<file path="config.mk">
export PLATFORM = sky130hd
export DESIGN_NAME = imu_frame_sync_extractor_core_flat
export DESIGN_NICKNAME = d
export VERILOG_FILES = /design/src/rtl/core/imu_fse_pkg.sv /design/src/rtl/core/imu_fse_if.sv /design/src/rtl/core/imu_fse_window_ram.sv /design/src/rtl/core/imu_frame_sync_extractor_core.sv /design/src/flat_wrapper.sv
export SDC_FILE = /design/constraint.sdc
export NUM_CORES = 1
export LEC_CHECK = 0
export BUFFER_PORTS_ARGS = -buffer_cell sky130_fd_sc_hd__clkbuf_2
export CAP_MARGIN = 20
export CORE_AREA = 2 2 382 384
export CTS_BUF_LIST = sky130_fd_sc_hd__clkbuf_4 sky130_fd_sc_hd__clkbuf_8
export CTS_CLUSTER_SIZE = 12
export DETAILED_ROUTE_END_ITERATION = 16
export DIE_AREA = 0 0 384 386
export PLACE_DENSITY_LB_ADDON = 0.05
export SLEW_MARGIN = 20
export SYNTH_ARGS = -nofsm -noshare
export SYNTH_HDL_FRONTEND = slang
export SYNTH_SLANG_ARGS = --single-unit
</file>
<file path="constraint.sdc">
create_clock -name clk_i -period 18.5 [get_ports clk_i]
set_clock_uncertainty 0.2 [all_clocks]
set_input_delay 2.775 -clock clk_i [delete_from_list [all_inputs] [get_ports clk_i]]
set_output_delay 2.775 -clock clk_i [all_outputs]
set_load 0.01 [all_outputs]
</file>
<file path="src/rtl/core/imu_fse_pkg.sv">
// shared constants, tables and types of the imu frame sync extractor
// no dependencies
`timescale 1ns / 1ps

package imu_fse_pkg;

  localparam int FRAME_LEN = 127;
  localparam int OFF_W     = $clog2(FRAME_LEN);
  localparam int GRP_CNT   = 8;
  localparam int GRP_W     = $clog2(GRP_CNT);
  localparam int QIDX_W    = 5;

  localparam logic [7:0] SYNC0 = 8'h59;
  localparam logic [7:0] SYNC1 = 8'h49;
  localparam logic [7:0] SYNC2 = 8'h53;

  localparam logic [QIDX_W-1:0] QIDX_TS  = 5'd0;
  localparam logic [QIDX_W-1:0] QIDX_MAX = 5'd26;

  localparam logic [OFF_W-1:0] SKIP_LEN = OFF_W'(FRAME_LEN - 1);

  typedef struct packed {
    logic             wr_en;
    logic [7:0]       wr_data;
    logic             rd_en;
    logic [OFF_W-1:0] rd_off;
  } win_req_t;

  typedef struct packed {
    logic [7:0] rd_data;
    logic       full;
  } win_rsp_t;

  function automatic logic [7:0] grp_tag(input logic [GRP_W-1:0] g);
    logic [7:0] r;
    case (g)
      3'd0:    r = 8'h10;
      3'd1:    r = 8'h11;
      3'd2:    r = 8'h12;
      3'd3:    r = 8'h20;
      3'd4:    r = 8'h30;
      3'd5:    r = 8'h40;
      3'd6:    r = 8'h41;
      default: r = 8'h42;
    endcase
    return r;
  endfunction

  function automatic logic [OFF_W-1:0] grp_pos(input logic [GRP_W-1:0] g);
    logic [OFF_W-1:0] r;
    case (g)
      3'd0:    r = 7'd6;
      3'd1:    r = 7'd20;
      3'd2:    r = 7'd34;
      3'd3:    r = 7'd48;
      3'd4:    r = 7'd62;
      3'd5:    r = 7'd76;
      3'd6:    r = 7'd90;
      default: r = 7'd108;
    endcase
    return r;
  endfunction

  function automatic logic [QIDX_W-1:0] grp_first(input logic [GRP_W-1:0] g);
    logic [QIDX_W-1:0] r;
    case (g)
      3'd0:    r = 5'd1;
      3'd1:    r = 5'd4;
      3'd2:    r = 5'd7;
      3'd3:    r = 5'd10;
      3'd4:    r = 5'd13;
      3'd5:    r = 5'd16;
      3'd6:    r = 5'd19;
      default: r = 5'd23;
    endcase
    return r;
  endfunction

  // index of the final word of a group
  function automatic logic [1:0] grp_wlast(input logic [GRP_W-1:0] g);
    logic [1:0] r;
    case (g)
      3'd6, 3'd7: r = 2'd3;
      default:    r = 2'd2;
    endcase
    return r;
  endfunction

endpackage

</file>
<file path="src/rtl/core/imu_fse_if.sv">
// valid/ready channel interfaces for serial bytes and extracted results
// depends on imu_fse_pkg
`timescale 1ns / 1ps

interface imu_fse_in_if;
  logic       valid;
  logic       ready;
  logic [7:0] rx_byte;

  modport source (output valid, output rx_byte, input ready);
  modport sink   (input valid, input rx_byte, output ready);
endinterface

interface imu_fse_out_if;
  logic                              valid;
  logic                              ready;
  logic [imu_fse_pkg::QIDX_W-1:0]    quantity_index;
  logic signed [31:0]                raw_value;
  logic                              last_of_frame;

  modport source (output valid, output quantity_index, output raw_value,
                  output last_of_frame, input ready);
  modport sink   (input valid, input quantity_index, input raw_value,
                  input last_of_frame, output ready);
endinterface

</file>
<file path="src/rtl/core/imu_fse_window_ram.sv">
// circular byte window memory with one write and one registered read port
// reads by offset from the oldest byte; depends on imu_fse_pkg
`timescale 1ns / 1ps

module imu_fse_window_ram (
  input  logic                  clk_i,
  input  logic                  rst_ni,
  input  imu_fse_pkg::win_req_t req_i,
  output imu_fse_pkg::win_rsp_t rsp_o
);

  localparam int AW = imu_fse_pkg::OFF_W;

  logic [7:0]    mem [imu_fse_pkg::FRAME_LEN];
  logic [AW-1:0] wr_ptr_q, wr_ptr_d;
  logic          filled_q, filled_d;
  logic [7:0]    rd_data_q;
  logic [AW:0]   sum;
  logic [AW-1:0] rd_addr;

  // oldest byte sits at the next write address
  always_comb begin
    sum = {1'b0, wr_ptr_q} + {1'b0, req_i.rd_off};
    if (sum >= (AW+1)'(imu_fse_pkg::FRAME_LEN)) begin
      rd_addr = AW'(sum - (AW+1)'(imu_fse_pkg::FRAME_LEN));
    end else begin
      rd_addr = sum[AW-1:0];
    end
  end

  always_comb begin
    wr_ptr_d = wr_ptr_q;
    filled_d = filled_q;
    if (req_i.wr_en) begin
      if (wr_ptr_q == AW'(imu_fse_pkg::FRAME_LEN - 1)) begin
        wr_ptr_d = '0;
        filled_d = 1'b1;
      end else begin
        wr_ptr_d = wr_ptr_q + AW'(1);
      end
    end
  end

  always_ff @(posedge clk_i or negedge rst_ni) begin
    if (!rst_ni) begin
      wr_ptr_q <= '0;
      filled_q <= 1'b0;
    end else begin
      wr_ptr_q <= wr_ptr_d;
      filled_q <= filled_d;
    end
  end

  always_ff @(posedge clk_i) begin
    if (req_i.wr_en) begin
      mem[wr_ptr_q] <= req_i.wr_data;
    end
    if (req_i.rd_en) begin
      rd_data_q <= mem[rd_addr];
    end
  end

  assign rsp_o.rd_data = rd_data_q;
  assign rsp_o.full    = filled_q;

endmodule

</file>
<file path="src/rtl/core/imu_frame_sync_extractor_core.sv">
// top level of the imu frame sync extractor: byte window, frame test, result sequencer
// depends on imu_fse_pkg, imu_fse_if and imu_fse_window_ram
`timescale 1ns / 1ps

// Usage
// rx_i takes one serial byte per beat; res_o gives results: quantity_index,
// raw_value and last_of_frame, a frame's results in order, the last one flagged.
// The last 127 bytes live in a circular memory with a single registered read
// port, and every window test is read through it one byte per cycle.
// A window that fails a sync byte or the length check is dropped once the
// failing byte is read back; a full header check reads the sync, length,
// timestamp and tag bytes in turn, and the timestamp result is registered
// once the output register is free.
// Each data word needs four byte reads, a wait for the last read data and one
// output step; a frame holds the input through its header check and all its
// data words, longer while the receiver stalls.
// No byte is taken while a window is under test.
// Reset clears the write pointer and fill flag; no window is tested until
// 127 bytes have arrived, and such a byte is dropped in the cycle after it.
// After a frame with a quaternion delta group, the next 126 bytes are only
// shifted in. A stalled receiver holds the result in the output register and
// the sequencer waits; the next byte may be taken while the final result waits.

module imu_frame_sync_extractor_core (
  input logic            clk_i,
  input logic            rst_ni,
  imu_fse_in_if.sink     rx_i,
  imu_fse_out_if.source  res_o
);

  localparam int AW = imu_fse_pkg::OFF_W;
  localparam int GW = imu_fse_pkg::GRP_W;
  localparam int QW = imu_fse_pkg::QIDX_W;

  localparam logic [2:0] ST_IDLE = 3'd0;
  localparam logic [2:0] ST_HDR  = 3'd1;
  localparam logic [2:0] ST_TS   = 3'd2;
  localparam logic [2:0] ST_WRD  = 3'd3;
  localparam logic [2:0] ST_EMIT = 3'd4;

  localparam logic [3:0] HDR_LAST  = 4'd13;
  localparam logic [3:0] HDR_END   = 4'd14;
  localparam logic [3:0] HDR_TS_LO = 4'd4;
  localparam logic [3:0] HDR_TS_HI = 4'd5;
  localparam logic [3:0] HDR_TAG0  = 4'd6;
  localparam logic [2:0] WORD_END  = 3'd4;

  function automatic logic [AW-1:0] hdr_off(input logic [3:0] i);
    logic [AW-1:0] r;
    case (i)
      4'd0:    r = 7'd0;
      4'd1:    r = 7'd1;
      4'd2:    r = 7'd2;
      4'd3:    r = 7'd5;
      4'd4:    r = 7'd3;
      4'd5:    r = 7'd4;
      default: r = imu_fse_pkg::grp_pos(GW'(i - HDR_TAG0));
    endcase
    return r;
  endfunction

  function automatic logic has_above(input logic [7:0] m, input logic [GW-1:0] g);
    logic r;
    r = 1'b0;
    for (int i = 0; i < imu_fse_pkg::GRP_CNT; i++) begin
      if (i > int'(g) && m[i]) r = 1'b1;
    end
    return r;
  endfunction

  function automatic logic [GW-1:0] next_above(input logic [7:0] m, input logic [GW-1:0] g);
    logic [GW-1:0] r;
    r = g;
    for (int i = imu_fse_pkg::GRP_CNT - 1; i >= 0; i--) begin
      if (i > int'(g) && m[i]) r = GW'(i);
    end
    return r;
  endfunction

  function automatic logic [GW-1:0] first_set(input logic [7:0] m);
    logic [GW-1:0] r;
    r = '0;
    for (int i = imu_fse_pkg::GRP_CNT - 1; i >= 0; i--) begin
      if (m[i]) r = GW'(i);
    end
    return r;
  endfunction

  imu_fse_pkg::win_req_t win_req;
  imu_fse_pkg::win_rsp_t win_rsp;

  logic [2:0]        state_q, state_d;
  logic [3:0]        hi_q, hi_d;
  logic              pend_q, pend_d;
  logic [3:0]        pidx_q, pidx_d;
  logic [AW-1:0]     skip_q, skip_d;
  logic [2:0]        kk_q, kk_d;
  logic [1:0]        wrd_q, wrd_d;
  logic [GW-1:0]     grp_q, grp_d;
  logic [7:0]        newest_q, newest_d;
  logic [15:0]       ts_q, ts_d;
  logic [7:0]        mask_q, mask_d;
  logic [31:0]       word_q, word_d;
  logic              ov_q, ov_d;
  logic [QW-1:0]     oidx_q, oidx_d;
  logic signed [31:0] oval_q, oval_d;
  logic              olast_q, olast_d;

  logic              rx_fire;
  logic              slot_free;
  logic              fail;
  logic              wlast;
  logic              more;
  logic [GW-1:0]     tag_idx;
  logic [7:0]        rd_byte;

  assign rx_i.ready = (state_q == ST_IDLE);
  assign rx_fire    = rx_i.valid && rx_i.ready;
  assign slot_free  = !ov_q || res_o.ready;
  assign rd_byte    = win_rsp.rd_data;

  always_comb begin
    state_d  = state_q;
    hi_d     = hi_q;
    pend_d   = 1'b0;
    pidx_d   = pidx_q;
    skip_d   = skip_q;
    kk_d     = kk_q;
    wrd_d    = wrd_q;
    grp_d    = grp_q;
    newest_d = newest_q;
    ts_d     = ts_q;
    mask_d   = mask_q;
    word_d   = word_q;
    ov_d     = ov_q;
    oidx_d   = oidx_q;
    oval_d   = oval_q;
    olast_d  = olast_q;
    fail     = 1'b0;
    wlast    = 1'b0;
    more     = 1'b0;
    tag_idx  = GW'(pidx_q - HDR_TAG0);
    win_req  = '0;

    if (ov_q && res_o.ready) ov_d = 1'b0;

    case (state_q)
      ST_IDLE: begin
        if (rx_fire) begin
          win_req.wr_en   = 1'b1;
          win_req.wr_data = rx_i.rx_byte;
          newest_d        = rx_i.rx_byte;
          if (skip_q != '0) begin
            skip_d = skip_q - AW'(1);
          end else begin
            state_d = ST_HDR;
            hi_d    = '0;
            mask_d  = '0;
          end
        end
      end
      ST_HDR: begin
        if (!pend_q && hi_q == '0 && !win_rsp.full) begin
          state_d = ST_IDLE;
        end else begin
          if (hi_q != HDR_END) begin
            win_req.rd_en  = 1'b1;
            win_req.rd_off = hdr_off(hi_q);
            pend_d         = 1'b1;
            pidx_d         = hi_q;
            hi_d           = hi_q + 4'd1;
          end
          if (pend_q) begin
            case (pidx_q)
              4'd0:      fail = (rd_byte != imu_fse_pkg::SYNC0);
              4'd1:      fail = (rd_byte != imu_fse_pkg::SYNC1);
              4'd2:      fail = (rd_byte != imu_fse_pkg::SYNC2);
              4'd3:      fail = (rd_byte != newest_q);
              HDR_TS_LO: ts_d[7:0]  = rd_byte;
              HDR_TS_HI: ts_d[15:8] = rd_byte;
              default:   mask_d[tag_idx] = (rd_byte == imu_fse_pkg::grp_tag(tag_idx));
            endcase
            if (fail) begin
              state_d = ST_IDLE;
              pend_d  = 1'b0;
            end else if (pidx_q == HDR_LAST) begin
              state_d = ST_TS;
            end
          end
        end
      end
      ST_TS: begin
        if (slot_free) begin
          ov_d    = 1'b1;
          oidx_d  = imu_fse_pkg::QIDX_TS;
          oval_d  = {16'b0, ts_q};
          olast_d = (mask_q == '0);
          if (mask_q == '0) begin
            state_d = ST_IDLE;
          end else begin
            grp_d   = first_set(mask_q);
            wrd_d   = '0;
            kk_d    = '0;
            state_d = ST_WRD;
          end
        end
      end
      ST_WRD: begin
        if (kk_q != WORD_END) begin
          win_req.rd_en  = 1'b1;
          win_req.rd_off = AW'(imu_fse_pkg::grp_pos(grp_q) + 7'd2
                               + {3'b000, wrd_q, 2'b00} + {5'b00000, kk_q[1:0]});
          pend_d         = 1'b1;
          pidx_d         = {2'b00, kk_q[1:0]};
          kk_d           = kk_q + 3'd1;
        end
        if (pend_q) begin
          word_d[{pidx_q[1:0], 3'b000} +: 8] = rd_byte;
          if (pidx_q[1:0] == 2'd3) state_d = ST_EMIT;
        end
      end
      ST_EMIT: begin
        if (slot_free) begin
          wlast   = (wrd_q == imu_fse_pkg::grp_wlast(grp_q));
          more    = has_above(mask_q, grp_q);
          ov_d    = 1'b1;
          oidx_d  = imu_fse_pkg::grp_first(grp_q) + {3'b000, wrd_q};
          oval_d  = word_q;
          olast_d = wlast && !more;
          kk_d    = '0;
          if (!wlast) begin
            wrd_d   = wrd_q + 2'd1;
            state_d = ST_WRD;
          end else if (more) begin
            grp_d   = next_above(mask_q, grp_q);
            wrd_d   = '0;
            state_d = ST_WRD;
          end else begin
            state_d = ST_IDLE;
            if (mask_q[imu_fse_pkg::GRP_CNT-1]) skip_d = imu_fse_pkg::SKIP_LEN;
          end
        end
      end
      default: begin
        state_d = ST_IDLE;
      end
    endcase
  end

  always_ff @(posedge clk_i or negedge rst_ni) begin
    if (!rst_ni) begin
      state_q <= ST_IDLE;
      hi_q    <= '0;
      pend_q  <= 1'b0;
      skip_q  <= '0;
      kk_q    <= '0;
      wrd_q   <= '0;
      ov_q    <= 1'b0;
    end else begin
      state_q <= state_d;
      hi_q    <= hi_d;
      pend_q  <= pend_d;
      skip_q  <= skip_d;
      kk_q    <= kk_d;
      wrd_q   <= wrd_d;
      ov_q    <= ov_d;
    end
  end

  always_ff @(posedge clk_i) begin
    pidx_q   <= pidx_d;
    grp_q    <= grp_d;
    newest_q <= newest_d;
    ts_q     <= ts_d;
    mask_q   <= mask_d;
    word_q   <= word_d;
    oidx_q   <= oidx_d;
    oval_q   <= oval_d;
    olast_q  <= olast_d;
  end

  imu_fse_window_ram u_window (
    .clk_i  (clk_i),
    .rst_ni (rst_ni),
    .req_i  (win_req),
    .rsp_o  (win_rsp)
  );

  assign res_o.valid          = ov_q;
  assign res_o.quantity_index = oidx_q;
  assign res_o.raw_value      = oval_q;
  assign res_o.last_of_frame  = olast_q;

endmodule

</file>
<file path="src/flat_wrapper.sv">
// flat-port wrapper written by rule: the top's interface ports become plain ports
module imu_frame_sync_extractor_core_flat 
  (clk_i, rst_ni, rx_i_valid, rx_i_rx_byte, rx_i_ready, res_o_valid, res_o_quantity_index, res_o_raw_value, res_o_last_of_frame, res_o_ready);
  imu_fse_in_if rx_i_i ();
  imu_fse_out_if res_o_i ();
  input logic clk_i;
  input logic rst_ni;
  input wire logic [$bits(rx_i_i.valid)-1:0] rx_i_valid;
  input wire logic [$bits(rx_i_i.rx_byte)-1:0] rx_i_rx_byte;
  output wire logic [$bits(rx_i_i.ready)-1:0] rx_i_ready;
  output wire logic [$bits(res_o_i.valid)-1:0] res_o_valid;
  output wire logic [$bits(res_o_i.quantity_index)-1:0] res_o_quantity_index;
  output wire logic [$bits(res_o_i.raw_value)-1:0] res_o_raw_value;
  output wire logic [$bits(res_o_i.last_of_frame)-1:0] res_o_last_of_frame;
  input wire logic [$bits(res_o_i.ready)-1:0] res_o_ready;
  assign rx_i_i.valid = rx_i_valid;
  assign rx_i_i.rx_byte = rx_i_rx_byte;
  assign rx_i_ready = rx_i_i.ready;
  assign res_o_valid = res_o_i.valid;
  assign res_o_quantity_index = res_o_i.quantity_index;
  assign res_o_raw_value = res_o_i.raw_value;
  assign res_o_last_of_frame = res_o_i.last_of_frame;
  assign res_o_i.ready = res_o_ready;
  imu_frame_sync_extractor_core u_core (.clk_i(clk_i), .rst_ni(rst_ni), .rx_i(rx_i_i), .res_o(res_o_i));
endmodule
</file>
==> results of run 1 <==
==> cell usage in the layout, fill, tap and decap left out, types with 27 or more instances in the layout <==
master	count
and3_1	38
nor2b_1	63
o211ai_1	34
edfxtp_1	1133
o221ai_1	56
a31oi_1	41
clkbuf_8	209
nor3_1	164
dfrtp_1	29
clkbuf_2	51
mux4_2	71
inv_1	27
buf_4	83
nand3_1	89
a211oi_1	154
o21ai_0	118
nand2_1	366
mux2i_1	274
a21oi_1	195
ha_1	37
clkinv_1	53
and2_1	70
nor2_1	287
clkbuf_4	60
o22ai_1	303
==> stage by stage <==
stage / area [sq um] / hold slack [ps]
after floorplan: 54500 / 231
after global placement: 56800 / 280
after detailed placement: 56800 / 272
after CTS: 60900 / 289
after global routing: 60900 / 314
final: 60900 / 285
==> worst max-delay path, cell delays in order (launching register included) <==
cell and delay [ps]:
dfrtp_1 570, nor2b_1 360, nor2b_1 270, o21ai_1 220, nand2b_1 320, nor2_1 330, o21a_1 160, nor2_1 40
o22ai_1 200, inv_1 90, fa_4 1080, clkinv_2 580, ha_4 1040, buf_4 770, buf_12 530, inv_1 80
buf_4 250, nand2_8 480, buf_4 670, a21o_1 690, o22a_1 230, nand3_1 70, a211oi_1 240, nor4_1 160
o31ai_1 160, o32a_1 210
==> flip-flops by register name, indices dropped and copies added, names as in the netlist, 2 cells and up <==
register	cells
u_core.u_window.mem	1016
u_core.state_q	3
u_core.ts_q	16
u_core.u_window.wr_ptr_q	7
u_core.kk_q	3
u_core.wrd_q	2
u_core.res_o.raw_value	32
u_core.res_o.quantity_index	5
u_core.hi_q	4
u_core.pidx_q	4
u_core.newest_q	8
u_core.skip_q	7
u_core.mask_q	8
u_core.u_window.rd_data_q	8
u_core.grp_q	3
u_core.word_q	32
==> synth_stat cells (26+ instances only) <==
| library cell | instances |
|---|---|
| mux4_2 | 71 |
| a21oi_1 | 195 |
| o211ai_1 | 34 |
| o22ai_1 | 303 |
| nor2_1 | 289 |
| buf_1 | 74 |
| a211oi_1 | 156 |
| nor2b_1 | 63 |
| clkbuf_1 | 194 |
| a31oi_1 | 41 |
| inv_1 | 28 |
| o21ai_0 | 119 |
| ha_1 | 39 |
| dfrtp_1 | 29 |
| buf_2 | 51 |
| edfxtp_1 | 1133 |
| o221ai_1 | 56 |
| and2_1 | 71 |
| nor3_1 | 164 |
| nand3_1 | 93 |
| mux2i_1 | 275 |
| nand2_1 | 370 |
| and3_1 | 46 |
| mux2_2 | 26 |
==> final timing paths <==
kind	end	slack (ps)	cells after the start
hold reg to reg	u_core.u_window.filled_q	290	1
setup reg to reg	u_core.u_window.rd_data_q[2]	8070	25
min in group asynchronous	u_core.skip_q[3]	1760	1
max in group asynchronous	u_core.res_o.valid	15790	1
setup / recovery	u_core.u_window.rd_data_q[2]	8070	25
hold / removal	u_core.u_window.filled_q	290	1
==> cell families (layout without fill, tap and decap cells) <==
group,count (synthesis),count (layout),share of synthesized area [%]
and+or+nand+nor,1182,1182,10.0
DFF,1162,1162,63.8
AOI/OAI and AO/OA,1104,1104,13.5
muxes,372,372,8.53
buffers and inverters,348,539,2.52
adders and majority gates,44,44,1.04
xor gates and xnor gates,34,34,0.581
other,0,2,0
==> routing by layer <==
layer,GRT usage [%],up-vias
met1,34.1,19400
met4,8.15,2
met3,3.56,325
met2,40.2,1508
met5,0,-
li1,-,16900
==> layout make-up <==
| type | instances | area share (%) |
|---|---|---|
| multi-input cells | 2736 | 30.5 |
| well taps | 1917 | 3.94 |
| inverters | 29 | 0.185 |
| diodes | 2 | 0.00821 |
| repair buffers | 140 | 1.61 |
| clock buffers | 269 | 5.46 |
| flip-flops and latches | 1162 | 57.0 |
| clock inverters | 101 | 1.27 |
==> key figures, run 1 <==
Timing
  • Relative max-transition margin: 23.7%
  • Post-layout worst setup margin: 8070 ps
  • Portion of the clock cycle consumed by the worst path in the final layout: 56.4%
  • Hold violation count in the final report: 0
  • Fin Setup TNS: 0 ps
  • Pins over their slew limit: 0
  • RSZ-0062 raised after global routing: false
  • Min cycle time layout: ~10000 ps
  • Max Freq: about 96 MHz
  • Worst Tran Pin Value: 1140 ps
  • Final number of setup-violating endpoints: 0

Logic synthesis
  • Cell taking the most area after synthesis: edfxtp_1
  • Distinct cells, synth: 81
  • Register bit total from synthesis: 1162
  • Ys async rst share: 2.50%
  • Summed instance area of the synthesized netlist: 54500 sq um
  • Number of enable flip-flop cells after synthesis: around 1100
  • Count of yosys warnings during synthesis: 0
  • Area share of the largest cell type after synthesis: 62.5%
  • Dominant cells by area after synthesis: edfxtp_1 62%, mux2i_1 5.1%, o22ai_1 3.5%
  • Gate count of the mapped netlist: 4246
  • Sequential area share after synthesis: 63.8%
  • Syn Nets: 4300
  • Mean area per synthesized cell: 12.8 sq um
  • Top flip-flop cell by instance count after synthesis: edfxtp_1

Global route
  • Largest net degree at the start of global routing: 120
  • Vias in the first global route: between 30000 and 40000
  • First-pass GRT wire length: approximately 270000 microns
  • Antenna violations before repair: 7
  • Global route overflow: 0
  • Total routing usage reported by global routing: 24.8%

Die
  • Core Rows: 140
  • Floorplan die area: 148000 sq um
  • Chip height: 386 microns
  • Die boundary width: 384 microns
  • I/O pin cnt: 52
  • Initial Utilization: between 30% and 40%
  • Placeable core region: 145000 sq um

Clock tree
  • TritonCTS buffer count: 203
  • Post CTS Setup Buffer Count: 0
  • Clk_lat worst skew: 940 ps
  • Clock transition time at the flip-flop clock pins of the worst setup and hold paths: around 60 ps
  • Number of levels the H-tree was split into: 4
  • Count of cells resized by post-cts repair: 0
  • Clock sink count: 1162
  • Clk root buf: clkbuf_8
  • Bufs on Longest Clock Path: 3
  • Number of buffers added to fix hold violations after cts: 0
  • Clock tree from TritonCTS: yes

Critical path
  • Biggest fanout along the worst timing path: 104
  • Start point of the critical path: u_core.state_q[2]
  • Setup crit end kind: flip-flop
  • Category of the most critical setup path: reg2reg
  • RR Startpoint: u_core.state_q[2]
  • Element type at the critical path start: flip-flop
  • Worst path required time: 19100 ps
  • WP data arrival: ~11000 ps

Min path
  • Min-delay worst type: reg2reg
  • Worst hold path startpoint: u_core.u_window.filled_q

Finish
  • Post-Route Utilization: a little over two fifths
  • Area growth syn-to-layout: 11.9%
  • Fill cells: 13300
  • Share of cells above drive strength 1: 13.7%
  • Layout net count: 4326
  • Sequential cell area: 34700 sq um
  • Footprint of the multi-input gates: 18600 sq um
  • Number of standard cells in the layout, taps in and fillers out: around 6400

Detailed routing
  • Post-route antenna net violation count: 0
  • DRT Wirelength: 186000 microns
  • DR iter-0 viols: 3644
  • Wl on met1: 81100 microns
  • Amount of wire on met2 after detailed routing: just under 90000 microns
  • Average via count per standard cell: 5.99
  • DRC violation count after routing: 0
  • Uppermost signal routing layer after detailed routing: met5
  • First drt pass iteration count: 6
  • Total number of vias: 38100
  • Detail Route met3 WL: 11400 microns
  • Average wire per cell in the routed design: just under 30 microns

Flow run
  • Count of maximum capacitance violations: 0

Status
  • Outcome: finished, final reports clean

Placement
  • Post-DP HPWL: 112000 microns
  • Pre-CTS worst setup slack: 7990 ps
  • Number of I/O port buffers: 51
  • Placed cell count: 5984
  • Global placement routability congestion: 0.817
Power of run 1 is left out: the tool's default activity adds up to more than one toggle a clock period on the data nets, which glitch-free logic cannot reach.
==> inputs of run 2 (changes only) <==
==> constraint.sdc (replaced) <==
create_clock -name clk_i -period 9.35 [get_ports clk_i]
set_clock_uncertainty 0.2 [all_clocks]
set_input_delay 1.4025 -clock clk_i [delete_from_list [all_inputs] [get_ports clk_i]]
set_output_delay 1.4025 -clock clk_i [all_outputs]
set_load 0.01 [all_outputs]
==> key figures, run 2 (same netlist as run 1, synthesis figures left out) <==
Status
  • Outcome: finished, final reports clean

Flow run
  • Count of maximum capacitance violations: 0 (unchanged)

Timing
  • Portion of the clock cycle consumed by the worst path in the final layout: 94.3% (+38 points)
  • Fin Setup TNS: 0 ps (unchanged)
  • Min cycle time layout: 8820 ps (-1610 ps)
  • Max Freq: 113 MHz (+18%)
  • Worst Tran Pin Value: 1180 ps (+36.9 ps)
  • RSZ-0062 raised after global routing: false
  • Final number of setup-violating endpoints: 0 (unchanged)
  • Hold violation count in the final report: 0 (unchanged)
  • Relative max-transition margin: 21.6% (-2.2 points)
  • Pins over their slew limit: 0 (unchanged)

Detailed routing
  • DR iter-0 viols: 3693 (+1.3%)
  • Average wire per cell in the routed design: 29.4 microns (+0.75%)
  • Post-route antenna net violation count: 0 (unchanged)
  • DRC violation count after routing: 0 (unchanged)
  • Average via count per standard cell: 5.97 (-0.38%)
  • Total number of vias: 38000 (-0.21%)
  • First drt pass iteration count: 9 (+3)
  • DRT Wirelength: 187000 microns (+0.92%)

Clock tree
  • Clock sink count: 1162 (unchanged)
  • Bufs on Longest Clock Path: 3 (unchanged)
  • Number of levels the H-tree was split into: 4 (unchanged)
  • Clk_lat worst skew: 940 ps (about the same)
  • TritonCTS buffer count: 205 (+0.99%)
  • Clock tree from TritonCTS: yes
  • Count of cells resized by post-cts repair: 0 (unchanged)
  • Clk root buf: clkbuf_8
  • Clock transition time at the flip-flop clock pins of the worst setup and hold paths: 60 ps (about the same)
  • Number of buffers added to fix hold violations after cts: 0 (unchanged)
  • Post CTS Setup Buffer Count: 0 (unchanged)

Finish
  • Footprint of the multi-input gates: 18600 sq um (about the same)
  • Most frequent cells in the layout: 1133 x edfxtp_1, 366 x nand2_1, 303 x o22ai_1, 283 x nor2_1, 274 x mux2i_1
  • Area growth syn-to-layout: 12.2%
  • Most common library cell in the layout ignoring fill and taps: edfxtp_1
  • Layout net count: 4342 (+0.37%)
  • Largest register by flop count: u_core.u_window.mem
  • Share of cells above drive strength 1: 14.4% (+0.71 points)
  • Fill cells: 13400 (+0.27%)
  • Sequential cell area: 34700 sq um (unchanged)
  • Flip-flop count of the largest register after layout: 1016 (unchanged)

Critical path
  • Start point of the critical path: u_core.state_q[2]
  • Register-to-register setup slack: 530 ps (-7540 ps)
  • Stages on worst setup path: 26 (+4.0%)
  • RR Startpoint: u_core.state_q[2]
  • Logic depth of the worst register-to-register path: 26 (+4.0%)
  • Biggest fanout along the worst timing path: 23 (-78%)
  • Crit-path leading delay family: simple AND/OR/NAND/NOR gates
  • Largest incremental delay on the critical path: 870 ps (-210 ps)
  • Timing endpoint of the critical path: u_core.u_window.rd_data_q[2]
  • Setup crit end kind: flip-flop
  • Most frequent cell on the critical path: buf_4
  • Capture point of the worst reg-to-reg path: u_core.u_window.rd_data_q[2]
  • CP max-delay cell: nor4_1
  • Worst path required time: 9800 ps (-9300 ps)
  • Element type at the critical path start: flip-flop
  • Category of the most critical setup path: reg2reg
  • WP data arrival: 9270 ps (-1760 ps)
  • Worst path bufs/invs: 5 (-2)

Placement
  • Global placement routability congestion: 0.841 (+3.0%)
  • Number of I/O port buffers: 51 (unchanged)
  • Post-DP HPWL: 115000 microns (+2.3%)

Global route
  • Total routing usage reported by global routing: 24.9% (+0.18 points)
  • Largest net degree at the start of global routing: 107 (-11%)
  • First-pass GRT wire length: 268000 microns (+0.26%)
  • Global route overflow: 0 (unchanged)
  • Vias in the first global route: 36800 (-0.67%)
  • Antenna violations before repair: 9 (+2)

Die
  • Die boundary width: 384 microns (unchanged)
  • Placeable core region: 145000 sq um (unchanged)
  • Chip height: 386 microns (unchanged)
  • I/O pin cnt: 52 (unchanged)
  • Floorplan die area: 148000 sq um (unchanged)
  • Core Rows: 140 (unchanged)
  • Initial Utilization: 37.7% (unchanged)

Min path
  • Min-delay worst type: reg2reg
[run 2: cell count changes in the layout (fill, tap and decap cells not counted), moves of 3 or more]
cell,previous run,this run
clkbuf_4,60,86
clkinv_1,53,35
buf_12,4,15
bufinv_16,11,4
buf_4,83,87
nor2_1,287,283
nor2_2,2,6
clkinv_2,26,23
clkinvlp_4,6,3
[run 2: layout make-up]
| class | count | area share, % |
|---|---|---|
| Timing Repair Buffer | 154 | 2.00 |
| Clock inverter | 74 | 0.834 |
| Antenna cell | 2 | 0.00819 |
| Tap cell | 1917 | 3.93 |
| Inverter | 29 | 0.184 |
| Clock buffer | 293 | 5.72 |
| Sequential cell | 1162 | 56.9 |
| Multi-Input combinational cell | 2736 | 30.4 |
[run 2: layer usage]
metal / wire length [microns] / GRT usage, % / vias up / part of all wire [%]
met5: 27 / 0 / - / 0.014
met1: 82700 / 34.0 / 19400 / 44
met4: 5940 / 8.27 / 4 / 3.2
met2: 87800 / 40.4 / 1360 / 47
met3: 10900 / 4.15 / 317 / 5.8
li1: - / - / 16900 / -
[run 2: how the worst min path moves through the flow]
stage | from | endpoint | slack, ps | cells after the start
detailed placement | u_core.u_window.filled_q | u_core.u_window.filled_q | 280 | 1
floorplan | u_core.u_window.filled_q | u_core.u_window.filled_q | 230 | 1
CTS | u_core.u_window.filled_q | u_core.u_window.filled_q | 300 | 1
global route | u_core.skip_q[6] | u_core.skip_q[6] | 330 | 2
finish | u_core.skip_q[6] | u_core.skip_q[6] | 300 | 2
global placement | u_core.u_window.filled_q | u_core.u_window.filled_q | 290 | 1
[run 2: tightest hold or removal path, delay by kind of cell, from the launching register on]
kind             cells  cell delay [ps]
XOR/XNOR             1               70
flip-flops           1              350
AND/OR/NAND/NOR      1               60
[run 2: per-stage QoR]
stage                     cell area (sq um)  hold WS [ps]  std cells  utilization (%)  setup WS [ps]
after global placement                57000           290       5995             39.4            803
after CTS                             61000           301       6364             42.2            648
after global routing                  61100           330       6366             42.3            254
final                                 61100           303       6367             42.3            530
after floorplan                       54500           231       4246                -           1610
after detailed placement              57000           283       5997             39.5            728
Power of run 2 is left out for the same reason.
